==> src/ufe_pkg.sv <==
// Shared types and constants for the url-encoded form field extractor.
// Used by every module of the block and by its checker; depends on nothing.
`timescale 1ns / 1ps
`default_nettype none

package ufe_pkg;

	localparam int MAX_KEY_BYTES = 8;

	localparam int KEY_W   = 64;
	localparam int KLEN_W  = 4;
	localparam int LIMIT_W = 8;
	localparam int CFG_W   = 64;
	localparam int CIDX_W  = 2;

	// configuration register indexes
	localparam logic [CIDX_W-1:0] CFG_KEY_TEXT    = 2'd0;
	localparam logic [CIDX_W-1:0] CFG_KEY_LENGTH  = 2'd1;
	localparam logic [CIDX_W-1:0] CFG_VALUE_LIMIT = 2'd2;

	localparam logic [7:0] CH_PLUS  = 8'h2B;
	localparam logic [7:0] CH_SPACE = 8'h20;
	localparam logic [7:0] CH_PCT   = 8'h25;
	localparam logic [7:0] CH_AMP   = 8'h26;
	localparam logic [7:0] CH_EQ    = 8'h3D;
	localparam logic [7:0] CH_0     = 8'h30;
	localparam logic [7:0] CH_9     = 8'h39;
	localparam logic [7:0] CH_LA    = 8'h61;
	localparam logic [7:0] CH_LF    = 8'h66;
	localparam logic [7:0] CH_UA    = 8'h41;
	localparam logic [7:0] CH_UF    = 8'h46;

	typedef enum logic [1:0] {
		PH_MATCH = 2'd0,
		PH_SKIP  = 2'd1,
		PH_VALUE = 2'd2,
		PH_DONE  = 2'd3
	} phase_t;

	// escape progress; UPPER also covers a decimal first digit
	typedef enum logic [1:0] {
		ESC_NONE  = 2'd0,
		ESC_PCT   = 2'd1,
		ESC_UPPER = 2'd2,
		ESC_LOWER = 2'd3
	} esc_t;

	typedef enum logic [1:0] {
		OUT_PENDING   = 2'd0,
		OUT_FOUND     = 2'd1,
		OUT_NOT_FOUND = 2'd2,
		OUT_TOO_LONG  = 2'd3
	} outcome_t;

	typedef struct packed {
		logic [KEY_W-1:0]   key_text;
		logic [KLEN_W-1:0]  key_length;
		logic [LIMIT_W-1:0] value_limit;
	} cfg_t;

	typedef struct packed {
		logic [7:0] b0;
		logic [7:0] b1;
		logic [7:0] b2;
		logic [1:0] n;
		outcome_t   outcome;
	} result_t;

endpackage

`default_nettype wire

==> src/ufe_cfg_regs.sv <==
// Configuration registers of the form field extractor: key, key length, limit.
// Depends on ufe_pkg.
`timescale 1ns / 1ps
`default_nettype none

module ufe_cfg_regs (
	input  wire logic                       clk,
	input  wire logic                       arst_n,
	input  wire logic                       cfg_we,
	input  wire logic [ufe_pkg::CIDX_W-1:0] cfg_index,
	input  wire logic [ufe_pkg::CFG_W-1:0]  cfg_data,
	output ufe_pkg::cfg_t                   cfg
);
	import ufe_pkg::*;

	cfg_t cfg_q;

	always_ff @(posedge clk or negedge arst_n) begin
		if (!arst_n) begin
			cfg_q.key_text    <= '0;
			cfg_q.key_length  <= KLEN_W'(1);
			cfg_q.value_limit <= LIMIT_W'(63);
		end else if (cfg_we) begin
			unique case (cfg_index)
				CFG_KEY_TEXT:    cfg_q.key_text    <= cfg_data[KEY_W-1:0];
				CFG_KEY_LENGTH:  cfg_q.key_length  <= cfg_data[KLEN_W-1:0];
				CFG_VALUE_LIMIT: cfg_q.value_limit <= cfg_data[LIMIT_W-1:0];
				default: ;
			endcase
		end
	end

	assign cfg = cfg_q;

endmodule

`default_nettype wire

==> src/ufe_scan_core.sv <==
// Scan state and per-byte step logic: key match, skip, value decode, end of body.
// Depends on ufe_pkg.
`timescale 1ns / 1ps
`default_nettype none

module ufe_scan_core (
	input  wire logic    clk,
	input  wire logic    arst_n,
	input  wire logic    advance,
	input  wire logic [7:0] byte_in,
	input  wire logic    last_in,
	input  wire ufe_pkg::cfg_t cfg,
	output ufe_pkg::result_t result
);
	import ufe_pkg::*;

	typedef struct packed {
		phase_t     phase;
		logic [3:0] key_pos;
		esc_t       esc;
		logic [3:0] nib;
		logic [7:0] count;
		logic [7:0] b0;
		logic [7:0] b1;
		logic [7:0] b2;
		logic [1:0] n;
		outcome_t   outcome;
	} work_t;

	phase_t     phase_q;
	logic [3:0] key_pos_q;
	esc_t       esc_q;
	logic [3:0] nib_q;
	logic [7:0] count_q;
	work_t      w;

	function automatic logic is_hex(input logic [7:0] c);
		return (c >= CH_0 && c <= CH_9) || (c >= CH_LA && c <= CH_LF) ||
			(c >= CH_UA && c <= CH_UF);
	endfunction

	function automatic logic [3:0] hex_val(input logic [7:0] c);
		logic [7:0] v;
		if (c >= CH_0 && c <= CH_9)        v = c - CH_0;
		else if (c >= CH_LA && c <= CH_LF) v = c - CH_LA + 8'd10;
		else                               v = c - CH_UA + 8'd10;
		return v[3:0];
	endfunction

	function automatic logic [7:0] digit_char(input work_t x);
		logic [7:0] r;
		if (x.nib < 4'd10)          r = CH_0 + {4'd0, x.nib};
		else if (x.esc == ESC_LOWER) r = CH_LA + {4'd0, x.nib} - 8'd10;
		else                        r = CH_UA + {4'd0, x.nib} - 8'd10;
		return r;
	endfunction

	function automatic work_t put_byte(input work_t x, input logic [7:0] c,
			input logic [7:0] lim);
		work_t y;
		y = x;
		if (y.phase == PH_VALUE) begin
			if (y.count >= lim) begin
				y.outcome = OUT_TOO_LONG;
				y.phase   = PH_DONE;
				y.esc     = ESC_NONE;
			end else begin
				unique case (y.n)
					2'd0: y.b0 = c;
					2'd1: y.b1 = c;
					2'd2: y.b2 = c;
					2'd3: ;
				endcase
				if (y.n != 2'd3) y.n = y.n + 2'd1;
				y.count = y.count + 8'd1;
			end
		end
		return y;
	endfunction

	function automatic work_t plain_byte(input work_t x, input logic [7:0] c,
			input logic [7:0] lim);
		work_t y;
		y = x;
		if (y.phase == PH_VALUE) begin
			priority if (c == CH_AMP) begin
				y.outcome = OUT_FOUND;
				y.phase   = PH_DONE;
			end else if (c == CH_PLUS) begin
				y = put_byte(y, CH_SPACE, lim);
			end else if (c == CH_PCT) begin
				y.esc = ESC_PCT;
			end else begin
				y = put_byte(y, c, lim);
			end
		end
		return y;
	endfunction

	// one input byte, worked through in the order the decoder defines
	always_comb begin
		logic [3:0] kl;
		logic [7:0] kb;
		logic [7:0] d;
		logic [7:0] lim;
		lim = cfg.value_limit;
		kl  = (cfg.key_length > 4'(MAX_KEY_BYTES)) ? 4'(MAX_KEY_BYTES) : cfg.key_length;
		kb  = cfg.key_text[{key_pos_q[2:0], 3'b000} +: 8];
		d   = '0;

		w.phase   = phase_q;
		w.key_pos = key_pos_q;
		w.esc     = esc_q;
		w.nib     = nib_q;
		w.count   = count_q;
		w.b0      = '0;
		w.b1      = '0;
		w.b2      = '0;
		w.n       = '0;
		w.outcome = OUT_PENDING;

		unique case (phase_q)
			PH_MATCH: begin
				priority if (byte_in == CH_AMP) begin
					w.key_pos = '0;
				end else if (key_pos_q < kl) begin
					if (byte_in == kb) w.key_pos = key_pos_q + 4'd1;
					else               w.phase   = PH_SKIP;
				end else if (byte_in == CH_EQ) begin
					w.phase = PH_VALUE;
					w.esc   = ESC_NONE;
					w.count = '0;
				end else begin
					w.phase = PH_SKIP;
				end
			end
			PH_SKIP: begin
				if (byte_in == CH_AMP) begin
					w.phase   = PH_MATCH;
					w.key_pos = '0;
				end
			end
			PH_VALUE: begin
				unique case (esc_q)
					ESC_NONE: w = plain_byte(w, byte_in, lim);
					ESC_PCT: begin
						if (is_hex(byte_in)) begin
							w.nib = hex_val(byte_in);
							w.esc = (byte_in >= CH_LA && byte_in <= CH_LF) ?
								ESC_LOWER : ESC_UPPER;
						end else begin
							w.esc = ESC_NONE;
							w = put_byte(w, CH_PCT, lim);
							w = plain_byte(w, byte_in, lim);
						end
					end
					ESC_UPPER, ESC_LOWER: begin
						if (is_hex(byte_in)) begin
							w.esc = ESC_NONE;
							w = put_byte(w, {nib_q, hex_val(byte_in)}, lim);
						end else begin
							d = digit_char(w);
							w.esc = ESC_NONE;
							w = put_byte(w, CH_PCT, lim);
							w = put_byte(w, d, lim);
							w = plain_byte(w, byte_in, lim);
						end
					end
				endcase
			end
			PH_DONE: ;
		endcase

		// end of body: flush any pending escape literally, report, clear
		if (last_in) begin
			if (w.phase == PH_VALUE) begin
				if (w.esc == ESC_PCT) begin
					w.esc = ESC_NONE;
					w = put_byte(w, CH_PCT, lim);
				end else if (w.esc == ESC_UPPER || w.esc == ESC_LOWER) begin
					d = digit_char(w);
					w.esc = ESC_NONE;
					w = put_byte(w, CH_PCT, lim);
					w = put_byte(w, d, lim);
				end
				if (w.phase == PH_VALUE) w.outcome = OUT_FOUND;
			end else if (w.phase == PH_MATCH || w.phase == PH_SKIP) begin
				w.outcome = OUT_NOT_FOUND;
			end
			w.phase   = PH_MATCH;
			w.key_pos = '0;
			w.esc     = ESC_NONE;
			w.nib     = '0;
			w.count   = '0;
		end
	end

	// next state
	always_ff @(posedge clk or negedge arst_n) begin
		if (!arst_n) begin
			phase_q   <= PH_MATCH;
			key_pos_q <= '0;
			esc_q     <= ESC_NONE;
			nib_q     <= '0;
			count_q   <= '0;
		end else if (advance) begin
			phase_q   <= w.phase;
			key_pos_q <= w.key_pos;
			esc_q     <= w.esc;
			nib_q     <= w.nib;
			count_q   <= w.count;
		end
	end

	// outputs
	always_comb begin
		result.b0      = w.b0;
		result.b1      = w.b1;
		result.b2      = w.b2;
		result.n       = w.n;
		result.outcome = w.outcome;
	end

endmodule

`default_nettype wire

==> src/urlencoded_field_extractor.sv <==
// Url-encoded form field extractor: stage 1 input register, scan step logic,
// stage 2 result register. Depends on ufe_pkg, ufe_cfg_regs, ufe_scan_core.
//
// Usage:
//   Body bytes arrive on body_valid/body_stall with body_byte and body_last.
//   Each accepted transaction yields exactly one result transaction on
//   result_valid/result_stall: up to three decoded value bytes (byte_count
//   says how many) and an outcome code (found, not found, too long, or
//   pending). body_last closes the body and clears the scan state.
//   A byte accepted into the input register steps through the scan logic into
//   the result register once that register is free; a stall holds it in stage 1.
//   Throughput: one byte per cycle while result_stall is low, limited by the
//   single step of scan logic between the two registers.
//   When the receiver stalls, the result register holds its transaction and
//   one more byte can still enter the input register; beyond that body_stall
//   is raised until the result is taken.
//   Reset (arst_n low) empties both stages, returns the scan to the start of
//   a body and loads key_text 0, key_length 1, value_limit 63.
//   Configuration writes take effect at once; the user must make them only while idle (the block does not check).
`timescale 1ns / 1ps
`default_nettype none

module urlencoded_field_extractor (
	input  wire logic                       clk,
	input  wire logic                       arst_n,
	input  wire logic                       cfg_we,
	input  wire logic [ufe_pkg::CIDX_W-1:0] cfg_index,
	input  wire logic [ufe_pkg::CFG_W-1:0]  cfg_data,
	input  wire logic                       body_valid,
	output logic                            body_stall,
	input  wire logic [7:0]                 body_byte,
	input  wire logic                       body_last,
	output logic                            result_valid,
	input  wire logic                       result_stall,
	output logic [7:0]                      value_byte_first,
	output logic [7:0]                      value_byte_second,
	output logic [7:0]                      value_byte_third,
	output logic [1:0]                      byte_count,
	output logic [1:0]                      outcome
);
	import ufe_pkg::*;

	cfg_t       cfg;
	result_t    step_res;
	logic       valid_s1;
	logic [7:0] byte_s1;
	logic       last_s1;
	logic       valid_s2;
	result_t    result_s2;
	logic       out_free;
	logic       advance;
	logic       take_in;

	assign out_free   = !valid_s2 || !result_stall;
	assign advance    = valid_s1 && out_free;
	assign body_stall = valid_s1 && !out_free;
	assign take_in    = body_valid && !body_stall;

	ufe_cfg_regs u_cfg (
		.clk       (clk),
		.arst_n    (arst_n),
		.cfg_we    (cfg_we),
		.cfg_index (cfg_index),
		.cfg_data  (cfg_data),
		.cfg       (cfg)
	);

	ufe_scan_core u_core (
		.clk     (clk),
		.arst_n  (arst_n),
		.advance (advance),
		.byte_in (byte_s1),
		.last_in (last_s1),
		.cfg     (cfg),
		.result  (step_res)
	);

	always_ff @(posedge clk or negedge arst_n) begin
		if (!arst_n) begin
			valid_s1 <= 1'b0;
			valid_s2 <= 1'b0;
		end else begin
			if (take_in)       valid_s1 <= 1'b1;
			else if (advance)  valid_s1 <= 1'b0;
			if (advance)       valid_s2 <= 1'b1;
			else if (out_free) valid_s2 <= 1'b0;
		end
	end

	always_ff @(posedge clk) begin
		if (take_in) begin
			byte_s1 <= body_byte;
			last_s1 <= body_last;
		end
		if (advance) result_s2 <= step_res;
	end

	assign result_valid      = valid_s2;
	assign value_byte_first  = result_s2.b0;
	assign value_byte_second = result_s2.b1;
	assign value_byte_third  = result_s2.b2;
	assign byte_count        = result_s2.n;
	assign outcome           = result_s2.outcome;

endmodule

`default_nettype wire

==> config.mk <==
export PLATFORM = sky130hd
export DESIGN_NAME = urlencoded_field_extractor
export DESIGN_NICKNAME = d
export VERILOG_FILES = /design/src/ufe_pkg.sv /design/src/ufe_cfg_regs.sv /design/src/ufe_scan_core.sv /design/src/urlencoded_field_extractor.sv
export SDC_FILE = /design/constraint.sdc
export NUM_CORES = 1
export LEC_CHECK = 0
export ABC_AREA = 1
export CORE_MARGIN = 4
export CORE_UTILIZATION = 54
export DETAILED_ROUTE_END_ITERATION = 8
export DONT_BUFFER_PORTS = 1
export PLACE_DENSITY = 0.77
export RECOVER_POWER = 25
export SYNTH_ARGS = -nofsm -noshare
export SYNTH_HDL_FRONTEND = slang
export SYNTH_SLANG_ARGS = --single-unit
==> constraint.sdc <==
create_clock -name clk -period 26.2 [get_ports clk]
set_clock_uncertainty 0.05 [all_clocks]
set_input_delay 5.24 -clock clk [delete_from_list [all_inputs] [get_ports clk]]
set_output_delay 5.24 -clock clk [all_outputs]
set_load 0.03 [all_outputs]
==> results of run 1 <==
-- worst register-to-register path: cells and delay by family, from the launching register on --
family | cells | cell delay (ns)
buf+inv | 9 | 1.75
fa+ha+maj | 5 | 1.48
xor+xnor | 1 | 0.18
simple gates | 32 | 4.49
compound gates | 15 | 2.26
flops | 1 | 0.53
-- final timing paths --
check / start / endpoint / slack (ns) / depth (start not counted)
max: result_stall / body_stall / 15.13 / 2
min: u_cfg.cfg[10] / u_cfg.cfg[10] / 0.44 / 2
max reg2reg: u_cfg.cfg[3] / value_byte_second[4] / 15.23 / 62
min reg2reg: u_cfg.cfg[10] / u_cfg.cfg[10] / 0.44 / 2
max in group asynchronous: arst_n / u_cfg.cfg[0] / 21.40 / 0
min in group asynchronous: arst_n / u_cfg.cfg[58] / 4.45 / 0
-- power by group --
group,internal [mW],switching [mW],total (mW)
combinational,0.0758,0.155,0.230
sequential,0.248,0.0297,0.277
clock,0.135,0.102,0.237
-- metal layers --
layer	global-route usage	vias to the layer above	part of all wire
met2	0.4353	435	0.47
met5	0	-	0.00092
met3	0.08659	66	0.099
met1	0.3492	4303	0.41
li1	-	4369	-
met4	0.07902	4	0.022
-- logic make-up (layout without fill, tap and decap cells) --
kind of cell | after synthesis | after routing | share of synthesized area
other cells | 0 | 1 | 0
xor+xnor | 25 | 25 | 0.02197
simple gates | 526 | 526 | 0.2568
buf+inv | 203 | 201 | 0.07889
compound gates | 284 | 284 | 0.1688
mux | 54 | 54 | 0.05899
fa+ha+maj | 56 | 56 | 0.06797
flops | 135 | 135 | 0.3465
-- layout make-up --
| type | instances | area, sq um | area share |
|---|---|---|---|
| multi-input cells | 945 | 5936 | 0.5381 |
| diodes | 1 | 2.502 | 0.0002268 |
| flip-flops and latches | 135 | 3572 | 0.3238 |
| inverters | 167 | 634.4 | 0.05750 |
| well taps | 234 | 292.8 | 0.02654 |
| repair buffers | 2 | 15.01 | 0.001361 |
| clock inverters | 12 | 101.3 | 0.009187 |
| clock buffers | 20 | 478.0 | 0.04333 |
-- registers in the layout, summed over array words and instances (netlist names) --
name,cells
u_core.nib_q,4
outcome,2
byte_count,2
value_byte_first,8
u_core.key_pos_q,4
u_cfg.cfg,76
valid_s1,1
last_s1,1
u_core.esc_q,2
u_core.count_q,8
u_core.phase_q,2
result_valid,1
value_byte_third,8
byte_s1,8
value_byte_second,8
-- layout by cell type, fill, tap and decap left out, types with 4 or more instances in the layout --
cell type	synthesis	layout
a211oi_1	8	8
a21oi_1	65	65
a31oi_1	8	8
clkbuf_16	0	18
clkinv_1	6	6
dfrtp_1	91	91
dfstp_2	7	7
edfxtp_1	37	37
ha_1	56	56
inv_1	131	131
inv_2	27	27
inv_4	3	5
inv_6	0	5
mux2_2	54	54
nand2_1	228	228
nand2_2	26	26
nand2_4	7	7
nand3_1	77	76
nand3_2	6	6
nand3_4	7	8
nand4_1	17	17
nor2_1	105	105
nor2_2	8	8
nor2_4	15	15
nor3_1	16	16
o211ai_1	14	14
o21a_1	7	7
o21ai_0	106	106
o21ai_1	15	15
o21ai_2	4	4
o22ai_1	20	20
o31ai_1	4	4
xor2_1	21	21
==> flow_metrics.env, run 1 <==
export IMPL_grt_pass1_wl_mm=46.46
export IMPL_p_per_area_nw_per_um2=67.51
export IMPL_clk_latency_ns=0.43
export IMPL_async_flop_share=0.7259
export IMPL_period_minus_slack_ns=11.07
export IMPL_via_count=9177
export IMPL_syn_nets=1419
export IMPL_rows=50
export IMPL_tightest_slew_ns=0.9356
export IMPL_final_instance_count_excl_fill=1516
export IMPL_yosys_top_cells_area="dfrtp_1 22%, edfxtp_1 11%, nand2_1 8.3%"
export IMPL_setup_tns_ns=0
export IMPL_netlist_area_sq_um=10310
export IMPL_power_mw=0.7447
export IMPL_setup_slack_ns=15.13
export IMPL_cp_arrival_ns=5.78
export IMPL_end_kind="output port"
export IMPL_synth_edf_count=37
export IMPL_htreeDepth=4
export IMPL_synth_flop_cell="dfrtp_1"
export IMPL_rsz0062_at_grt="no"
export IMPL_synth_top_area_cell="dfrtp_1"
export IMPL_ios=110
export IMPL_cts_repair_resized=0
export IMPL_hold_viol_final=0
export IMPL_slew_violations=0
export IMPL_yosysTopAreaCellShare=0.2209
export IMPL_die_h_um=146.2
export IMPL_hpwl_mm=21.65
export IMPL_hold_buffers=0
export IMPL_num_fill_cells=1672
export IMPL_syn_area_per_cell_sq_um=8.035
export IMPL_pre_cts_ws_ns=15.13
export IMPL_drc=1
export IMPL_grt_max_degree=99
export IMPL_start_util=0.5493
export IMPL_slowest_stage="nor2_1"
export IMPL_worst_ep_required_time_ns=20.91
export IMPL_crit_path_max_fanout=5
export IMPL_fin_area_sq_um=11030
export IMPL_grt_pass1_vias=8742
export IMPL_syn2layout_area_growth_pct=7.015
export IMPL_max_slew_margin=0.3763
export IMPL_post_place_cells=1483
export IMPL_yosysSeqAreaShare=0.3465
export IMPL_drt_wl_total_mm=29.32
export IMPL_status="finished, violations left"
export IMPL_drt_initial_drc_count=849
export IMPL_synth_seq_cells=135
export IMPL_setup_violations=0
export IMPL_worst_path_buf_inv=0
export IMPL_start_kind="primary input"
export IMPL_finish_utilization=0.5878
export IMPL_drt_first_pass_iters=9
export IMPL_dieArea_sq_um=21360
export IMPL_cts_buffer_depth=2
export IMPL_wl_per_cell_um=19.34
export IMPL_fin_crit_sh=0.4223
export IMPL_coreArea_sq_um=18770
export IMPL_leakage_nw=5.018
export IMPL_place_area_sq_um=10450
export IMPL_path_clk_slew_ns=0.06
export IMPL_cts_tree="yes"
export IMPL_die_w_um=146.2
export IMPL_critPathKind="in2out"
export IMPL_crit_family="simple AND/OR/NAND/NOR gates"
export IMPL_irDropWorstVdd_v=0.00005477
export IMPL_cts_buffers=17
export IMPL_slowest_delay_ns=0.45
export IMPL_antenna_found_initial=3
export IMPL_syn_inst=1283
export IMPL_yosysUniqueCellTypes=70
export IMPL_cap_violations=0
export IMPL_violations="DRC"
export IMPL_yosys_warnings=0
export IMPL_numPortBuffers=0
export IMPL_crit_chain="nand2_1, nor2_1"
export IMPL_vias_per_cell=6.053
export IMPL_post_cts_buffers=0
export IMPL_drive_gt1_frac=0.1717
export IMPL_hold_ws_ns=0.4380
export IMPL_drtAntennaViolNets=0
export IMPL_yosysMostFrequentCell="nand2_1"
export IMPL_cts_root_buf="clkbuf_16"
export IMPL_layout_nets=1404
export IMPL_clock_sinks=135
export IMPL_hp_class="reg2reg"
export IMPL_fmax_ghz=0.09037
export IMPL_routabilityCongestion=1.003
export IMPL_synth_top_cells_by_count="228 x nand2_1, 131 x inv_1, 106 x o21ai_0"
export IMPL_overflow=0
export IMPL_gr_usage_all_layers=0.2697
(Power assumes the default switching activity.)
==> run 2, diff against run 1 <==
==> constraint.sdc (replaced) <==
create_clock -name clk -period 10.2 [get_ports clk]
set_clock_uncertainty 0.05 [all_clocks]
set_input_delay 2.04 -clock clk [delete_from_list [all_inputs] [get_ports clk]]
set_output_delay 2.04 -clock clk [all_outputs]
set_load 0.03 [all_outputs]
==> flow_metrics.env, run 2 (synthesis results as in run 1) <==
export IMPL_max_slew_margin=0.3898
export IMPL_period_minus_slack_ns=9.390
export IMPL_hp_class="reg2reg"
export IMPL_antenna_cells=0
export IMPL_drtAntennaViolNets=0
export IMPL_cap_violations=0
export IMPL_dieArea_sq_um=21360
export IMPL_worst_ep_required_time_ns=10.31
export IMPL_crit_family="simple AND/OR/NAND/NOR gates"
export IMPL_post_place_cells=1489
export IMPL_drt_wl_total_mm=30.43
export IMPL_largest_reg_flops=76
export IMPL_setup_slack_ns=0.8100
export IMPL_layout_nets=1419
export IMPL_worst_path_buf_inv=11
export IMPL_final_instance_count_excl_fill=1530
export IMPL_setup_violations=0
export IMPL_ios=110
export IMPL_setup_tns_ns=0
export IMPL_pre_cts_ws_ns=0.4678
export IMPL_clock_sinks=135
export IMPL_coreArea_sq_um=18770
export IMPL_numPortBuffers=0
export IMPL_routabilityCongestion=0.9855
export IMPL_drive_gt1_frac=0.1829
export IMPL_path_clk_slew_ns=0.06
export IMPL_hold_buffers=0
export IMPL_htreeDepth=4
export IMPL_drt_first_pass_iters=9
export IMPL_place_area_sq_um=10500
export IMPL_vias_per_cell=6.203
export IMPL_overflow=0
export IMPL_crit_path_max_fanout=9
export IMPL_syn2layout_area_growth_pct=8.532
export IMPL_slew_violations=0
export IMPL_critPathKind="reg2reg"
export IMPL_cp_common_cell="nand2_1"
export IMPL_wl_per_cell_um=19.89
export IMPL_hold_viol_final=0
export IMPL_drc=0
export IMPL_die_w_um=146.2
export IMPL_cts_buffers=17
export IMPL_drt_initial_drc_count=1064
export IMPL_status="finished, final reports clean"
export IMPL_final_common_cell="nand2_1"
export IMPL_slowest_delay_ns=0.53
export IMPL_cp_arrival_ns=9.50
export IMPL_leakage_nw=5.094
export IMPL_tightest_slew_ns=0.9154
export IMPL_antenna_found_initial=1
export IMPL_grt_pass1_wl_mm=48.47
export IMPL_die_h_um=146.2
export IMPL_fin_crit_sh=0.9206
export IMPL_p_per_area_nw_per_um2=174.9
export IMPL_grt_max_degree=99
export IMPL_fmax_ghz=0.1065
export IMPL_rows=50
export IMPL_end_kind="flop"
export IMPL_cts_buffer_depth=2
export IMPL_mostFrequentLayoutCells="228 x nand2_1, 129 x inv_1, 106 x o21ai_0"
export IMPL_hpwl_mm=22.86
export IMPL_cts_tree="yes"
export IMPL_fin_area_sq_um=11190
export IMPL_gr_usage_all_layers=0.2805
export IMPL_via_count=9491
export IMPL_slowest_stage="dfstp_2"
export IMPL_start_kind="flop"
export IMPL_irDropWorstVdd_v=0.0001655
export IMPL_start_util=0.5493
export IMPL_clk_latency_ns=0.42
export IMPL_grt_pass1_vias=9237
export IMPL_cts_root_buf="clkbuf_16"
## run 2: final cells by class
cell class | count | area (sq um)
Inverter | 167 | 648.1
Sequential cell | 135 | 3572
Tap cell | 234 | 292.8
Timing Repair Buffer | 17 | 140.1
Fill cell | 1666 | 7580
Clock inverter | 11 | 112.6
Multi-Input combinational cell | 945 | 5951
Clock buffer | 21 | 471.7
## run 2: worst register-to-register path, delay by kind of cell, from the launching register on
family          cells  cell delay (ns)
fa+ha+maj           5             1.49
compound gates     14             2.02
simple gates       34             3.74
flops               1             0.53
buf+inv            11             1.26
## run 2: through the flow
step | util | hold WS (ns) | total power [mW]
after global placement | 0.5592 | 0.4160 | 1.299
final | 0.5961 | 0.4351 | 1.956
after detailed placement | 0.5592 | 0.4237 | 1.311
after global routing | 0.5961 | 0.4562 | 2.070
after floorplan | - | 0.4030 | 1.156
after CTS | 0.5903 | 0.4395 | 1.920
## run 2: power by group
part / internal, mW / switching, mW / total (mW)
Clock: 0.361 / 0.246 / 0.607
Combinational: 0.225 / 0.413 / 0.637
Sequential: 0.636 / 0.0763 / 0.712
Total: 1.22 / 0.735 / 1.96
## run 2: final timing paths
path	startpoint	endpoint	slack (ns)	depth (start not counted)
max in group asynchronous	arst_n	u_cfg.cfg[1]	8.59	0
worst min register to register	u_cfg.cfg[7]	u_cfg.cfg[7]	0.44	2
min in group asynchronous	arst_n	u_cfg.cfg[66]	1.26	0
worst min-delay path	u_cfg.cfg[7]	u_cfg.cfg[7]	0.44	2
worst max-delay path	u_cfg.cfg[3]	value_byte_second[3]	0.81	64
worst max register to register	u_cfg.cfg[3]	value_byte_second[3]	0.81	64
## run 2: routing by layer
metal	wire, um	GRT usage	vias up
met2	14110	0.4533	548
met5	7	0	-
li1	-	-	4402
met3	3165	0.08473	98
met1	12180	0.3583	4441
met4	970	0.09972	2
## run 2: what timing repair did
item,4_1_cts,5_1_grt
hold endpoints to repair,0,0
resized for setup,0,10
endpoints found under the setup margin,0,10
setup buffers,0,9
